**src/mlsq_ram.sv**
```systemverilog
`timescale 1ns / 1ps
// ----------------------------------------------------------------------------
// mlsq_ram
// Generic simple dual-port RAM, one write and one registered read port.
// ----------------------------------------------------------------------------
module mlsq_ram #(
  parameter int unsigned WIDTH = 8,
  parameter int unsigned DEPTH = 16,
  localparam int unsigned AW = (DEPTH > 1) ? $clog2(DEPTH) : 1
) (
  input  logic             clk_i,
  input  logic             we_i,
  input  logic [AW-1:0]    waddr_i,
  input  logic [WIDTH-1:0] wdata_i,
  input  logic [AW-1:0]    raddr_i,
  output logic [WIDTH-1:0] rdata_o
);

  logic [WIDTH-1:0] mem_q [DEPTH];
  logic [WIDTH-1:0] rdata_q;

  always_ff @(posedge clk_i) begin
    if (we_i) begin
      mem_q[waddr_i] <= wdata_i;
    end
    rdata_q <= mem_q[raddr_i];
  end

  assign rdata_o = rdata_q;

endmodule

```
**config.mk**
```make
export PLATFORM = sky130hd
export DESIGN_NAME = mlsq_ram
export DESIGN_NICKNAME = d
export VERILOG_FILES = /design/src/mlsq_ram.sv
export SDC_FILE = /design/constraint.sdc
export NUM_CORES = 1
export LEC_CHECK = 0
export ABC_AREA = 1
export BUFFER_PORTS_ARGS = -buffer_cell sky130_fd_sc_hd__buf_2
export CAP_MARGIN = 15
export CORE_MARGIN = 8
export CORE_UTILIZATION = 54
export CTS_BUF_LIST = sky130_fd_sc_hd__clkbuf_4 sky130_fd_sc_hd__clkbuf_8
export CTS_CLUSTER_DIAMETER = 50
export DETAILED_ROUTE_END_ITERATION = 10
export PLACE_DENSITY = 0.71
export SETUP_SLACK_MARGIN = 0.1
export SLEW_MARGIN = 20
export SYNTH_ARGS = -nofsm -noshare
export SYNTH_HDL_FRONTEND = slang
export SYNTH_SLANG_ARGS = --single-unit
```
**constraint.sdc**
```tcl
create_clock -name clk_i -period 1.6 [get_ports clk_i]
set_input_delay 0.32 -clock clk_i [delete_from_list [all_inputs] [get_ports clk_i]]
set_output_delay 0.32 -clock clk_i [all_outputs]
set_load 0.05 [all_outputs]
```
Yosys cells after proc, flatten, opt, wreduce, memory -nomap -nowiden

Memory sizes are Yosys's and may differ from the RTL's. A register that Yosys moved wholly into a read port is not among the register bits.
Index checks and enable logic that the tools add are counted.

Input bits: 18
Bits in writable memories: 128
Flip-flop bits (word level): 0
Memories kept: 1
Output and inout port bits: 8

Mux-type cells: 2

Memory list:

| memory | depth | bits a word | read ports | clocked after Yosys merged registers in | wr ports | line | source |
|---|---|---|---|---|---|---|---|
| mem_q  | 16    | 8           | 1          | 1                                       | 1        | 19   | `logic [WIDTH-1:0] mem_q [DEPTH];` |

Operators by type and width:

| operator         | count |
|---|---|
| 2-to-1 mux 1 bit | 2 |

Depth between registers and ports, before layout

Word-level depth: 2
Depth in mapped cells: 8
Gate-level depth less buffers: 7

Worst setup path after synthesis

OpenSTA, ideal clock, no wires.

Path kind: input to register
From: in waddr_i[2]
To: mem mem_q[10][0], enable pin
Stages on the path: 2
Arrival: 901 ps
Path slack: 329 ps
Required time: 1230 ps
Path buffers: 0
Path through: nand3b_1 > nor2_1

RTL lines:

| item        | line | source |
|---|---|---|
| from (decl) | 13   | `input logic [AW-1:0] waddr_i,` |
| to (decl)   | 19   |  |

Straight into the memory's write port.

Worst setup path in the final report

From: reg rdata_q[7], in the netlist rdata_o[7] (read register of mem_q)
To: out rdata_o[7]

RTL lines:

| item        | line | source |
|---|---|---|
| from (decl) | 20   | `logic [WIDTH-1:0] rdata_q;` |
| to (decl)   | 16   | `output logic [WIDTH-1:0] rdata_o` |

No word-level cell between the ends.

==> reports/results.tsv <==
stage	metric	value	unit
placed_design	DP HPWL	7.80	mm
route	First DRT Iteration DRCs	293	
route	DRT antenna net count	0	
worst_setup_path	Critical Path AT	1.10	ns
floorplan	core footprint	10400	um^2
timing	RSZ-0062 raised after global routing	false	
cells_and_area	area grow syn2layout	13.3	%
floorplan	Top Ports	26	
timing	final setup fails	0	
cts	hold buffers post-CTS	0	
worst_setup_path	cell family with most CP delay	flip-flops	
cts	Post-CTS Setup Bufs	0	
route	WL final	12.6	mm
flow_run	maximum capacitance violations	0	
yosys	Synth top area share	66.7	%
power_and_ir_drop	pwr dens	1130	nW/um^2
cts	Worst-Skew Late Latency	0.43	ns
cells_and_area	Antenna Cells	0	
floorplan	site row count	37	
timing	Slew HR	74.5	%
route	Pre-antenna DRT Iters	5	
floorplan	chip height	119	um
timing	Max Freq	0.706	GHz
yosys	synthesized cell area	5770	um^2
cts	TritonCTS clock tree	yes	
cts	H-tree levels	4	
yosys	Post-Synthesis Cells	551	
cells_and_area	post-route cell area	6530	um^2
power_and_ir_drop	Leak	2.86	nW
cells_and_area	share of cells above drive strength 1	13.5	%
cts	clock sinks	136	
timing	Clock Skews	0.0108	ns
outcome	status	finished, final reports clean	
global_route	initial antenna violation count	0	
worst_setup_path	kind of critical path	flip-flop to output pin	
yosys	Post-Synthesis Net Count	569	
cts	CTS buffer count	17	
timing	Final Critical Period	1.42	ns
worst_setup_path	Critical Path RT	1.28	ns
worst_setup_path	worst-path fanout max	1	
worst_setup_path	CP peak stage delay	0.38	ns
yosys	sequential area share after synthesis	69.4	%
global_route	GRT Total Usage	18.8	%
global_route	pin count of the biggest net entering global routing	65	
route	via count	3878	
yosys	synth unique cells	12	
yosys	synth warn	0	
floorplan	chip width	119	um
route	wire length per cell	17.0	um
timing	Final Cycle Share	88.5	%
worst_setup_path	worst path cell trace	buf_2	
placed_design	dpl cell area	6140	um^2
cells_and_area	Final Non-Filler Cells	745	
placed_design	placed instance count	714	
worst_setup_path	CP Launch Type	flip-flop	
timing	final setup TNS	0	ns
worst_setup_path	Critical-path top delay cell	dfxtp_1	
cts	CTS resizes	0	
floorplan	die area	14200	um^2
worst_setup_path	CP endpoint kind	output pin	
global_route	Overflow after GRT	0	
global_route	first-pass GRT wire length	20.3	mm
placed_design	I/O Buffers	25	
hold_path	Hold Path Class	input port to flip-flop	
placed_design	GPL Wtd Cong	0.822	
worst_setup_path	CP bufs+invs	1	
floorplan	initial core utilization	55.6	%
cts	root buffer cell	clkbuf_8	
yosys	largest cells by area after synthesis	edfxtp_1, nand2_1, nand3_1	
cells_and_area	Fillers	861	
global_route	vias in the first global route	3848	
route	# DRC	0	
yosys	Yosys top cell by area	edfxtp_1	
timing	Pins Over Slew Limit	0	
power_and_ir_drop	Worst IR Drop VDD	0.000737	V
yosys	number of synthesized register bits	136	
timing	Worst Tran Pin Value	0.383	ns
cts	CTS max path bufs	2	
cells_and_area	Layout Nets	615	
power_and_ir_drop	Pwr Total	7.37	mW
route	vias per cell	5.21	
timing	Fin. Hold Viols	0	
yosys	syn avg cell area	10.5	um^2
cts	Clk pin slew, worst setup/hold paths	0.08	ns
per-layer routing:
metal  share of wire (%)  track usage [%]  vias up
met4                 1.8             8.12        0
met3                 5.9             3.64       19
met5                   0                0        -
met1                  43             23.9     1857
met2                  49             30.9      137
li1                    -                -     1865
power breakdown:
part           total [mW]  internal (mW)  switching [mW]
Combinational       0.577          0.160           0.417
Sequential           4.00           3.98          0.0260
Clock                2.79           1.51            1.27
stage by stage:
stage                     hold slack (ns)  util [%]  setup WS, ns
final                               0.249      63.0         0.183
after global routing                0.250      63.0         0.152
after CTS                           0.241      63.0         0.175
after detailed placement            0.649      59.2         0.113
after global placement              0.634      59.2         0.116
after floorplan                     0.419         -         0.329
final cells by class:
type                       instances  area [um^2]  area share, %
clock inverter                    14          158           2.41
clock buffer                      17          234           3.58
multi-input combinational        289         1210           18.6
inverter                         102          383           5.86
sequential                       136         4000           61.3
tap                              136          170           2.60
timing repair buffer              51          370           5.67
path summary, 6_finish.rpt:
| path | startpoint | endpoint | slack [ns] | cells past startpoint |
|---|---|---|---|---|
| worst max-delay path | rdata_o[7]$_DFF_P_ | rdata_o[7] | 0.18 | 1 |
| worst min register to register | mem_q[14][4]$_DFFE_PP_ | rdata_o[4]$_DFF_P_ | 0.66 | 6 |
| worst max register to register | mem_q[3][2]$_DFFE_PP_ | rdata_o[2]$_DFF_P_ | 0.51 | 6 |
| worst min-delay path | raddr_i[3] | rdata_o[4]$_DFF_P_ | 0.25 | 3 |
cells in the final DEF (no fill, tap or decap):
cell type and instances:
inv_2 2, bufinv_16 3, edfxtp_1 128, nand3b_1 2, clkinv_2 4, clkinv_1 2, nand3_1 97, clkbuf_8 17
clkinvlp_4 3, nor2_1 17, inv_6 1, buf_12 4, clkinv_4 1, nand2_1 173, buf_2 25, buf_4 22
inv_1 100, dfxtp_1 8
synthesized netlist by cell type:
master / n
dfxtp_1: 8
buf_2: 13
nand3_1: 97
buf_4: 4
buf_1: 1
nand2_1: 173
inv_1: 100
nor2_1: 17
buf_6: 6
nand3b_1: 2
inv_2: 2
edfxtp_1: 128
flip-flops by register name (all words and copies together) (netlist names):
register,count
rdata_o,8
mem_q,128
kinds of logic (layout without fill, tap and decap cells):
group | after synthesis | count (layout) | synth area share [%]
and+or+nand+nor | 289 | 289 | 21.0
buffers and inverters | 126 | 184 | 9.52
DFF | 136 | 136 | 69.4
Note: power is estimated with default switching activity, not from simulation.
