==> src/mlsq_alloc.sv <==
`timescale 1ns / 1ps
// ----------------------------------------------------------------------------
// mlsq_alloc
// Node allocator: free-list head plus bump pointer for never-used nodes.
// ----------------------------------------------------------------------------
module mlsq_alloc #(
  parameter int unsigned NUM_NODES = 256,
  localparam int unsigned NW = (NUM_NODES > 1) ? $clog2(NUM_NODES) : 1,
  localparam int unsigned FW = $clog2(NUM_NODES + 1)
) (
  input  logic          clk_i,
  input  logic          rst_ni,
  input  logic          take_i,       // consume node_o
  input  logic [NW-1:0] link_i,       // link of the current free head
  input  logic          give_i,       // return give_node_i to the free list
  input  logic [NW-1:0] give_node_i,
  output logic          avail_o,
  output logic [NW-1:0] node_o,
  output logic [NW-1:0] free_head_o,
  output logic          free_nonempty_o
);

  logic [NW-1:0] free_head_q, free_head_d;
  logic          free_ne_q, free_ne_d;
  logic [FW-1:0] fresh_q, fresh_d;
  logic          fresh_left;

  assign fresh_left      = (fresh_q < FW'(NUM_NODES));
  assign avail_o         = free_ne_q | fresh_left;
  assign node_o          = free_ne_q ? free_head_q : fresh_q[NW-1:0];
  assign free_head_o     = free_head_q;
  assign free_nonempty_o = free_ne_q;

  always_comb begin
    free_head_d = free_head_q;
    free_ne_d   = free_ne_q;
    fresh_d     = fresh_q;
    if (take_i) begin
      if (free_ne_q) begin
        free_head_d = link_i;
        // last free node links to itself
        if (link_i == free_head_q) begin
          free_ne_d = 1'b0;
        end
      end else if (fresh_left) begin
        fresh_d = fresh_q + FW'(1);
      end
    end else if (give_i) begin
      free_head_d = give_node_i;
      free_ne_d   = 1'b1;
    end
  end

  always_ff @(posedge clk_i or negedge rst_ni) begin
    if (!rst_ni) begin
      free_head_q <= '0;
      free_ne_q   <= 1'b0;
      fresh_q     <= '0;
    end else begin
      free_head_q <= free_head_d;
      free_ne_q   <= free_ne_d;
      fresh_q     <= fresh_d;
    end
  end

endmodule

==> config.mk <==
export PLATFORM = sky130hd
export DESIGN_NAME = mlsq_alloc
export DESIGN_NICKNAME = d
export VERILOG_FILES = /design/src/mlsq_alloc.sv
export SDC_FILE = /design/constraint.sdc
export NUM_CORES = 1
export LEC_CHECK = 0
export ABC_AREA = 1
export BUFFER_PORTS_ARGS = -buffer_cell sky130_fd_sc_hd__buf_2
export CAP_MARGIN = 40
export CORE_ASPECT_RATIO = 1.1
export CORE_MARGIN = 2
export CORE_UTILIZATION = 40
export CTS_BUF_LIST = sky130_fd_sc_hd__clkbuf_16
export CTS_CLUSTER_DIAMETER = 200
export DETAILED_ROUTE_END_ITERATION = 7
export PLACE_DENSITY = 0.72
export RECOVER_POWER = 100
export SLEW_MARGIN = 20
export SYNTH_ARGS = -nofsm -noshare
export SYNTH_HDL_FRONTEND = slang
export SYNTH_SLANG_ARGS = --single-unit
==> constraint.sdc <==
create_clock -name clk_i -period 3.5 [get_ports clk_i]
set_input_delay 0.175 -clock clk_i [delete_from_list [all_inputs] [get_ports clk_i]]
set_output_delay 0.175 -clock clk_i [all_outputs]
set_load 0.02 [all_outputs]
Word level (Yosys, flattened, before mapping). Cells that the tools add are included.

Bits in registers: 18.

Eq/ne operators: 2. Reduce and logical (&&, ||, !) cells: 3. Add/subtract/negate cells: 1. $lt $le $gt $ge: 1. Muxes and demuxes: 8. Bitwise gates (word level): 2.

Operator list (count): $mux 8 (4); $add 9x1->9 const B (1); $lt 9x9->1 const B (1); $eq 8x8->1 (1); $mux 1 (4); $reduce_and 3->1 (1); $ne 2x1->1 const B (1); $reduce_and 2->1 (1); $reduce_bool 2->1 (1); $not 1->1 (1); $or 1x1->1 (1).

Longest topological paths before layout. Gate-level depths: netlist of run 1.

Word-level depth: 4. Mapped depth: 7. Depth with buffers taken out: 7.

Worst setup path after synthesis of run 1. OpenSTA, ideal clock, no wires.

Kind: reg2out. Start: register free_ne_q (netlist: free_nonempty_o). End: output node_o[0]. Stages on the path, launching flop included: 3. Path buffers: 1. Path slack: 2.139 ns. Arrival time: 1.186 ns. Data required time: 3.325 ns. Cells stage by stage: dfrtp_1 clkbuf_1 o21ai_0.

Longest elaborated chain between the ends: 1.

Ends and longest elaborated chain: from (decl) (line 24) `logic free_ne_q, free_ne_d;`; from (signal assigned) (line 61) `free_ne_q <= free_ne_d;`; $mux 8 (line 30) `assign node_o = free_ne_q ? free_head_q : fresh_q[NW-1:0];`; to (decl) (line 18) `output logic [NW-1:0] node_o,`.

No other way between the ends.

Final worst setup path of run 1.
Start: register free_ne_q (netlist: free_nonempty_o). End: register fresh_q[7].

Longest elaborated chain between the ends: 2.

Ends and longest elaborated chain: $not 1->1 (no line); $reduce_and 3->1 (no line); to (signal assigned) (line 62) `fresh_q <= fresh_d;`; to (decl) (line 25) `logic [FW-1:0] fresh_q, fresh_d;`.

No other way between the ends. A chain may end at the register's enable or synchronous reset.

==> summary.txt, run 1 <==
Yosys
  – Mapped Area: 1079 µm²
  – Xor and xnor area share after synthesis: 6.497%
  – Ys flop type: dfrtp_1
  – Commonest cells post-synth: nand2_1 (46), inv_1 (20), dfrtp_1 (18)
  – Warnings, synthesis: 0
  – Most frequent cell after synthesis: nand2_1
  – Synth Area per Inst: 7.542 µm²
  – Simple-Gate Fraction of Synth Area: 24.01%
  – Multiplexer share of the synthesized area: 1.044%
  – Cells after Synth: 143
  – Yosys reg bits: 18
  – Netlist cell types: 24
  – Synth area leader: dfrtp_1
  – EDFF count, synth: 0
  – Largest family of logic cells by synthesized area: simple AND/OR/NAND/NOR gates
  – Compound-Gate Fraction of Synth Area: 15.78%
  – Syn Nets: 164
  – Post-synth top area share: 41.76%
  – Sequential area share after synthesis: 41.76%
  – Top cells by area, synth: dfrtp_1 (42%), nand2_1 (16%), inv_1 (7.0%)
  – Synth Area in Adders: 1.160%
  – Ys async rst share: 100.0%

Worst setup path
  – Type of origin of the critical path: flop
  – Crit end category: flop
  – Worst-case reg-to-reg path depth: 5
  – Arr. time, crit path: 1.79 ns
  – Worst path required time: 3.63 ns
  – Critical Path Fanout Max: 13
  – CP Class: reg -> reg

Drt
  – Residual DRC: 0
  – Routed WL per cell: 11.83 µm
  – M1 WL: 1105 µm
  – Via Count: 1,019
  – DR pass1 iterations: 4
  – Routed vias/inst: 4.784
  – DR top layer: met4
  – Met3 WL: 88 µm
  – Met2 wire length: 1278 µm
  – ANT nets after route: 0
  – DRT iter0 DRCs: 19
  – Routed Wire Length: 2519 µm

Clocking
  – CTS buffer count: 3
  – Worst-path clk slew: 0.05 ns
  – CTS tree: built
  – Cts repair resizes: 0
  – Max Buffers Root-to-Sink: 2
  – H-tree depth: 1
  – Clk sinks: 18
  – CTS root buffer: clkbuf_16
  – Insertion delay to the later sink of the worst-skew pair: 0.24 ns

Placement
  – Routability cong.: 0.8439
  – DP Wirelength: 1998 µm
  – Port Buffers: 37

Status
  – Status: finished clean

Pwr
  – Worst VDD drop: 0.2821 mV
  – Cell Pwr Density: 457.4 nW/µm²
  – Leak: 0.7105 nW

Timing
  – Final Max Slew Viols: 0
  – Final Hold Viols: 0
  – Headroom to the max-slew limit: 35.86%
  – Tmin final: 1.654 ns
  – Fmax: 604.5 MHz
  – Period utilization: 47.27%
  – Clk_skew: 0.0006772 ns
  – RSZ-0062 raised after global routing: false
  – Final setup TNS: 0 ns
  – Slew @ Worst Pin: 0.9622 ns
  – Final setup violating endpoints: 0

Floorplan
  – Core ar.: 2520 µm²
  – Ports: 38
  – Die Ht: 58.46 µm
  – Row count: 19
  – Initial cell density of the core: 42.80%
  – DIE WIDTH: 53.51 µm
  – DIE AREA: 3128 µm²

Cells and area
  – N_diodes: 0
  – Fin util: 52.98%
  – Area delta synth->final: 23.78%
  – # nets final: 204
  – Share of cells above drive strength 1: 14.84%

GRT
  – Initial antenna violation count: 0
  – Pin count of the biggest net entering global routing: 19
  – First-pass GRT wire length: 4071 µm
  – Vias in the first global route: 953
  – Total track usage: 17.62%
  – GR Overflow Total: 0

Worst hold path
  – HP Class: in -> reg
  – Hold Crit Depth: 3

Flow run
  – MaxCap Viol Count: 0
[area by class of cell]
cell class,count,area [µm²]
Fill cell,279,1185
Multi-Input combinational cell,99,508.0
Sequential cell,18,450.4
Timing Repair Buffer,38,172.7
Inverter,23,86.33
Clock buffer,3,75.07
Tap cell,31,38.79
Clock inverter,1,3.754
[state kept, by name, summed over array words and instances (netlist names)]
register         flops
free_head_o          8
free_nonempty_o      1
fresh_q              9
[layout by cell type (no fill, tap or decap), types with 4 or more instances in the layout]
cell | netlist | layout
nand2_1 | 46 | 46
inv_1 | 20 | 21
buf_2 | 0 | 19
dfrtp_1 | 18 | 18
clkbuf_1 | 2 | 18
nor2_1 | 10 | 12
o21ai_0 | 5 | 9
xor2_1 | 6 | 6
nand3_1 | 4 | 5
o211ai_1 | 3 | 4
[path summary, 6_finish.rpt]
path                                       from             end  slack (ns)
worst max-delay path            free_nonempty_o      fresh_q[7]        1.85
worst min-delay path             give_node_i[5]  free_head_o[5]        0.17
worst max register to register  free_nonempty_o      fresh_q[7]        1.85
worst min register to register       fresh_q[8]      fresh_q[8]        0.51
max in group asynchronous                rst_ni      fresh_q[2]        2.32
min in group asynchronous                rst_ni      fresh_q[4]        0.60
[logic make-up (layout without fill, tap and decap cells)]
kind of cell,after synthesis,after routing
AOI/OAI and AO/OA,25,25
muxes,1,1
adders and majority gates,1,1
buffers and inverters,26,65
xor gates and xnor gates,8,8
DFF,18,18
and+or+nand+nor,64,64
[per-layer routing]
layer  vias to the layer above  GRT usage [%]
li1                        526              -
met1                       464          22.84
met2                        25          29.10
met3                         4          1.523
met4                         0          8.791
met5                         -              0
[per-stage QoR]
stage | total power, mW | area, µm² | worst slack [ns] | std cells | hold WS [ns]
global route | 0.6429 | 1335 | 1.696 | 213 | 0.1937
finish | 0.6106 | 1335 | 1.846 | 213 | 0.1744
global placement | 0.3972 | 1284 | 2.119 | 208 | 0.1257
floorplan | 0.3400 | 1079 | 2.139 | 143 | -0.1206
CTS | 0.6289 | 1373 | 2.047 | 213 | 0.1788
detailed placement | 0.4003 | 1284 | 2.068 | 208 | 0.1311
[timing repair]
action	CTS	global route
hold buffers	1	0
hold endpoints to repair	18	0
setup buffers	0	0
[report_power, final]
part	switching [mW]	internal, mW
sequential	0.0154	0.222
combinational	0.102	0.0472
clock	0.0719	0.152
[critical path, stage by stage (launching register included)]
cell and delay [ns]:
dfrtp_1 0.49, inv_1 0.28, nand3_1 0.22, nor2_1 0.27
nand3_1 0.13, xor2_1 0.16
Power figures use the tool's default switching activity.
==> run 2, diff against run 1 <==
clock period = 1.6 ns   (was 3.5 ns; I/O delays follow)
==> run 2 against run 1 <==
Compared with the run above: maximum frequency is 27% higher; wire length is 5.9% higher; clock-buffer cell count stayed put; non-clock buffer count is 2 higher; highest routed layer unchanged; clock power is 120% higher; combinational power is 120% higher; total power is 120% higher; register-to-register slack worse by 1.6 ns; largest cell class unchanged.
==> summary.txt, run 2 (synthesis gave the netlist of run 1 again) <==
Floorplan
  – Core ar.: 2520 µm²
  – Initial cell density of the core: 42.80%
  – Ports: 38
  – DIE WIDTH: 53.51 µm
  – Row count: 19
  – Die Ht: 58.46 µm
  – DIE AREA: 3128 µm²

Placement
  – Pre-CTS WS: 0.3419 ns
  – Routability cong.: 0.8136
  – DP Wirelength: 2000 µm
  – DP Cell Count: 210
  – Port Buffers: 37

Worst setup path
  – Worst r2r dst: fresh_q[6]
  – Type of origin of the critical path: flop
  – CP Class: reg -> reg
  – Worst-case reg-to-reg path depth: 7
  – Critical Path Fanout Max: 9
  – Crit end category: flop
  – Arr. time, crit path: 1.49 ns
  – Reg-to-reg slack, setup: 0.30 ns
  – Worst path required time: 1.79 ns
  – Reg-to-reg startpoint: free_nonempty_o

GRT
  – Initial antenna violation count: 0
  – GR Overflow Total: 0
  – Total track usage: 19.38%
  – First-pass GRT wire length: 4340 µm
  – Vias in the first global route: 1,028
  – Pin count of the biggest net entering global routing: 19

Pwr
  – Cell Pwr Density: 999.5 nW/µm²
  – Leak: 0.7109 nW
  – Worst VDD drop: 0.7040 mV

Worst hold path
  – Hold Crit Depth: 3
  – Hold Path Sink: free_head_o[2]
  – Hold Startpoint: give_node_i[2]
  – HP Class: in -> reg

Cells and area
  – Commonest cells after routing, fill and taps aside: nand2_1 (46), inv_1 (20), buf_2 (19)
  – Commonest non-fill, non-tap cell in the layout: nand2_1
  – Area delta synth->final: 24.83%
  – Share of cells above drive strength 1: 16.39%
  – N_diodes: 0
  – Max FFs per register: 9
  – Final std cells w/o fill: 214
  – Fin util: 53.43%
  – # nets final: 206
  – Most flops, register: fresh_q
  – Filler instances: 268

Timing
  – Fmax: 766.3 MHz
  – Slew @ Worst Pin: 1.005 ns
  – Final Max Slew Viols: 0
  – Final setup violating endpoints: 0
  – Final Hold Viols: 0
  – Headroom to the max-slew limit: 33.00%
  – Final setup TNS: 0 ns
  – Worst setup margin: 0.2951 ns
  – Clk_skew: 0.001544 ns
  – RSZ-0062 raised after global routing: false
  – Tmin final: 1.305 ns
  – Period utilization: 81.56%

Drt
  – Routed vias/inst: 4.986
  – DR pass1 iterations: 4
  – Routed Wire Length: 2667 µm
  – Via Count: 1,067
  – DRT iter0 DRCs: 27
  – ANT nets after route: 0
  – Routed WL per cell: 12.46 µm
  – Residual DRC: 0

Clocking
  – CTS root buffer: clkbuf_16
  – Worst-path clk slew: 0.05 ns
  – CTS buffer count: 3
  – Cts repair resizes: 0
  – H-tree depth: 1
  – Insertion delay to the later sink of the worst-skew pair: 0.25 ns
  – Post-CTS setup buffers: 0
  – Clk sinks: 18
  – CTS tree: built
  – Max Buffers Root-to-Sink: 2

Flow run
  – MaxCap Viol Count: 0

Status
  – Status: finished clean
-- run 2: cell types whose count changed in the layout (fill, tap and decap cells not counted), sizes merged --
| cell | previous run | this run |
|---|---|---|
| buf | 19 | 21 |
| clkinv | 2 | 1 |
-- run 2: repair_timing --
action / in CTS / in global routing
hold endpoints to repair: 18 / 0
hold buffers: 1 / 0
setup endpoints to repair: 0 / 0
-- run 2: how the worst max path moves through the flow --
| stage | start | end | slack (ns) | cells after the start |
|---|---|---|---|---|
| after global routing | free_nonempty_o | fresh_q[6] | 0.14 | 7 |
| after CTS | free_nonempty_o | fresh_q[6] | 0.33 | 7 |
| after detailed placement | free_nonempty_o | fresh_q[6] | 0.34 | 7 |
| after floorplan | free_nonempty_o | fresh_q[7] | 0.33 | 5 |
| after global placement | free_nonempty_o | fresh_q[7] | 0.41 | 5 |
| final | free_nonempty_o | fresh_q[6] | 0.30 | 7 |
-- run 2: metal layers --
metal  up-vias  part of all wire, %  wire length [µm]  GRT usage, %
met1       490                   42              1111         23.57
met5         -                    0                 0             0
li1        531                    -                 -             -
met4         0                  2.3                61         12.09
met2        40                   52              1384         31.92
met3         6                  4.1               110         2.538
-- run 2: final cells by class --
cell class / count / area (µm²) / area share, %
multi-input cells: 99 / 508.0 / 37.73
flip-flops and latches: 18 / 450.4 / 33.46
well taps: 31 / 38.79 / 2.881
clock buffers: 3 / 75.07 / 5.576
repair buffers: 40 / 187.7 / 13.94
inverters: 23 / 86.33 / 6.413
-- run 2: power breakdown --
part	leakage [nW]	switching (mW)	internal, mW	total, mW
clock	0.0370	0.167	0.329	0.496
sequential	0.202	0.0305	0.486	0.517
combinational	0.472	0.228	0.105	0.333
-- run 2: critical path, cell delays in order (launching register included) --
cell	delay [ns]
dfrtp_1	0.38
inv_2	0.15
nand3_2	0.15
nor2_1	0.21
nand2_1	0.12
nor2_1	0.11
nand2_1	0.06
nand2_1	0.07
-- run 2: stage by stage --
step | hold WS (ns) | power (mW) | area (µm²)
after global placement | 0.02894 | 0.8713 | 1299
final | 0.08132 | 1.346 | 1346
after global routing | 0.09913 | 1.412 | 1346
after CTS | 0.06851 | 1.381 | 1384
after floorplan | -0.2156 | 0.7437 | 1079
after detailed placement | 0.04049 | 0.8796 | 1299
==> run 3, diff against run 2 <==
PLACE_DENSITY = 0.75   (was 0.72)
clock period = 1.1 ns   (was 1.6 ns; I/O delays follow)
==> run 3 against run 2 <==
Compared with the run above: the flow now finishes with violations (negative setup slack); utilization grew 8.9 points; via count grew 3.1%; cell count grew 4.2%; critical endpoint is now node_o[2]; setup slack lost 0.47 ns; combinational power grew 84%; clock power grew 47%; largest power group unchanged; critical path type is now reg -> out; largest cell class unchanged; first-iteration DRC count shrank 37%; sequential cell count is the same; non-clock buffer count grew 8; register-to-register slack lost 0.35 ns.
==> summary.txt, run 3 (synthesis gave the netlist of run 1 again) <==
Status
  – Status: finished with violations
  – Violated checks: negative setup slack

Cells and area
  – Area delta synth->final: 45.71%
  – Commonest cells after routing, fill and taps aside: nand2_1 (40), buf_2 (21), inv_1 (19)
  – Commonest non-fill, non-tap cell in the layout: nand2_1
  – # nets final: 214
  – Most flops, register: fresh_q
  – Max FFs per register: 9
  – Share of cells above drive strength 1: 34.90%
  – N_diodes: 0
  – Final Cell Area: 1572 µm²

Clocking
  – CTS root buffer: clkbuf_16
  – Insertion delay to the later sink of the worst-skew pair: 0.25 ns
  – CTS tree: built
  – Worst-path clk slew: 0.05 ns
  – H-tree depth: 1
  – Clk sinks: 18
  – Max Buffers Root-to-Sink: 2
  – CTS buffer count: 3

Drt
  – DR pass1 iterations: 4
  – Via Count: 1,100
  – DRT iter0 DRCs: 17
  – Routed Wire Length: 2908 µm
  – Residual DRC: 0
  – Routed vias/inst: 4.933
  – ANT nets after route: 0
  – Routed WL per cell: 13.04 µm

Timing
  – Worst setup margin: -0.1719 ns
  – Headroom to the max-slew limit: 68.50%
  – Fmax: 786.2 MHz
  – Slew @ Worst Pin: 0.4725 ns
  – Clk_skew: 0.002478 ns
  – Final Max Slew Viols: 0
  – RSZ-0062 raised after global routing: true
  – Final Hold Viols: 0
  – Final setup violating endpoints: 20
  – Period utilization: 115.6%
  – Tmin final: 1.272 ns

Worst setup path
  – CP startpoint: free_nonempty_o
  – CP endpoint: node_o[2]
  – CP Cell Sequence: inv_4 > buf_6 > nand2_2 > o21ai_1 > buf_4
  – Worst path required time: 1.04 ns
  – Reg-to-reg slack, setup: -0.05 ns
  – Reg-to-reg startpoint: free_nonempty_o
  – Type of origin of the critical path: flop
  – Worst-case reg-to-reg path depth: 6
  – Critical Path Fanout Max: 7
  – Arr. time, crit path: 1.22 ns
  – CP Class: reg -> out
  – CP max stage delay: 0.43 ns
  – Worst r2r dst: fresh_q[6]
  – Crit-path slowest cell: dfrtp_2
  – Crit end category: primary output

GRT
  – First-pass GRT wire length: 4761 µm
  – GR Overflow Total: 0
  – GRT busiest layer: met2
  – Pin count of the biggest net entering global routing: 19
  – GRT met2 Usage: 36.68%
  – Met1 usage: 25.00%
  – Met3 Use GR: 2.284%
  – Vias in the first global route: 1,072
  – Total track usage: 20.96%
  – Initial antenna violation count: 0

Placement
  – Routability cong.: 0.7869
  – DP Wirelength: 2106 µm
  – Port Buffers: 37
  – Placed Area: 1366 µm²

Pwr
  – Pwr Total: 2.096 mW
  – Switching share of total power: 31.29%
  – Worst VDD drop: 0.7609 mV
  – Cell Pwr Density: 1333 nW/µm²
  – P_sw: 655.7 µW
  – Clock share of power: 34.7%
  – Sequential Power Share: 36.1%
  – Leak: 0.8290 nW
  – Combinational Power Share: 29.2%
  – Int Pwr: 1.440 mW

Floorplan
  – Die Ht: 58.46 µm
  – Ports: 38
  – Row count: 19
  – DIE WIDTH: 53.51 µm
  – Initial cell density of the core: 42.80%
  – Core ar.: 2520 µm²
  – DIE AREA: 3128 µm²

Worst hold path
  – Hold Startpoint: give_node_i[2]
  – HP Class: in -> reg

Flow run
  – MaxCap Viol Count: 0
[run 3: worst max-delay path: cells and delay by family, from the launching register on]
family,cells,cell delay [ns]
buffers and inverters,3,0.38
and+or+nand+nor,1,0.05
AOI/OAI and AO/OA,1,0.10
DFF,1,0.43
[run 3: stage by stage]
stage / setup TNS, ns / cells / util, % / hold WS, ns / setup WS (ns)
after floorplan: -0.8533 / 143 / - / -0.2406 / -0.1267
after global placement: 0 / 214 / 54.22 / 0.009592 / 0.03761
after detailed placement: -0.07511 / 214 / 54.22 / 0.01258 / -0.03425
after CTS: -1.028 / 222 / 60.72 / 0.04666 / -0.1084
after global routing: -2.291 / 223 / 62.36 / 0.06206 / -0.2181
final: -1.099 / 223 / 62.36 / 0.04558 / -0.1719
[run 3: worst min-delay path by stage]
stage | to | slack [ns] | cells past startpoint
finish | free_head_o[2] | 0.05 | 3
global route | free_head_o[2] | 0.06 | 3
CTS | free_head_o[2] | 0.05 | 3
detailed placement | fresh_q[4] | 0.01 | 1
global placement | fresh_q[5] | 0.01 | 1
floorplan | free_head_o[0] | -0.24 | 0
[run 3: repair_timing]
item	4_1_cts	5_1_grt
hold buffers	1	0
hold endpoints to repair	18	0
resized for setup	23	13
pin swaps	0	2
setup endpoints to repair	15	26
buffers inserted	3	1
[run 3: layout make-up]
class / instances / area [µm²]
Sequential cell: 18 / 451.7
Clock inverter: 1 / 3.754
Fill cell: 235 / 948.4
Timing Repair Buffer: 48 / 331.6
Multi-Input combinational cell: 99 / 581.8
Tap cell: 31 / 38.79
Inverter: 23 / 88.84
Clock buffer: 3 / 75.07
[run 3: power groups by stage]
stage	Clock [mW]	Combinational, mW	Sequential (mW)
floorplan	0	0.271	0.812
global placement	0	0.524	0.761
detailed placement	0	0.534	0.763
CTS	0.737	0.589	0.753
global route	0.764	0.668	0.761
finish	0.727	0.613	0.756
[run 3: metal layers]
metal / share of wire, % / vias to the layer above
met3: 2.0 / 4
met5: 0 / -
li1: - / 551
met2: 55 / 16
met1: 42 / 529
met4: 1.7 / 0
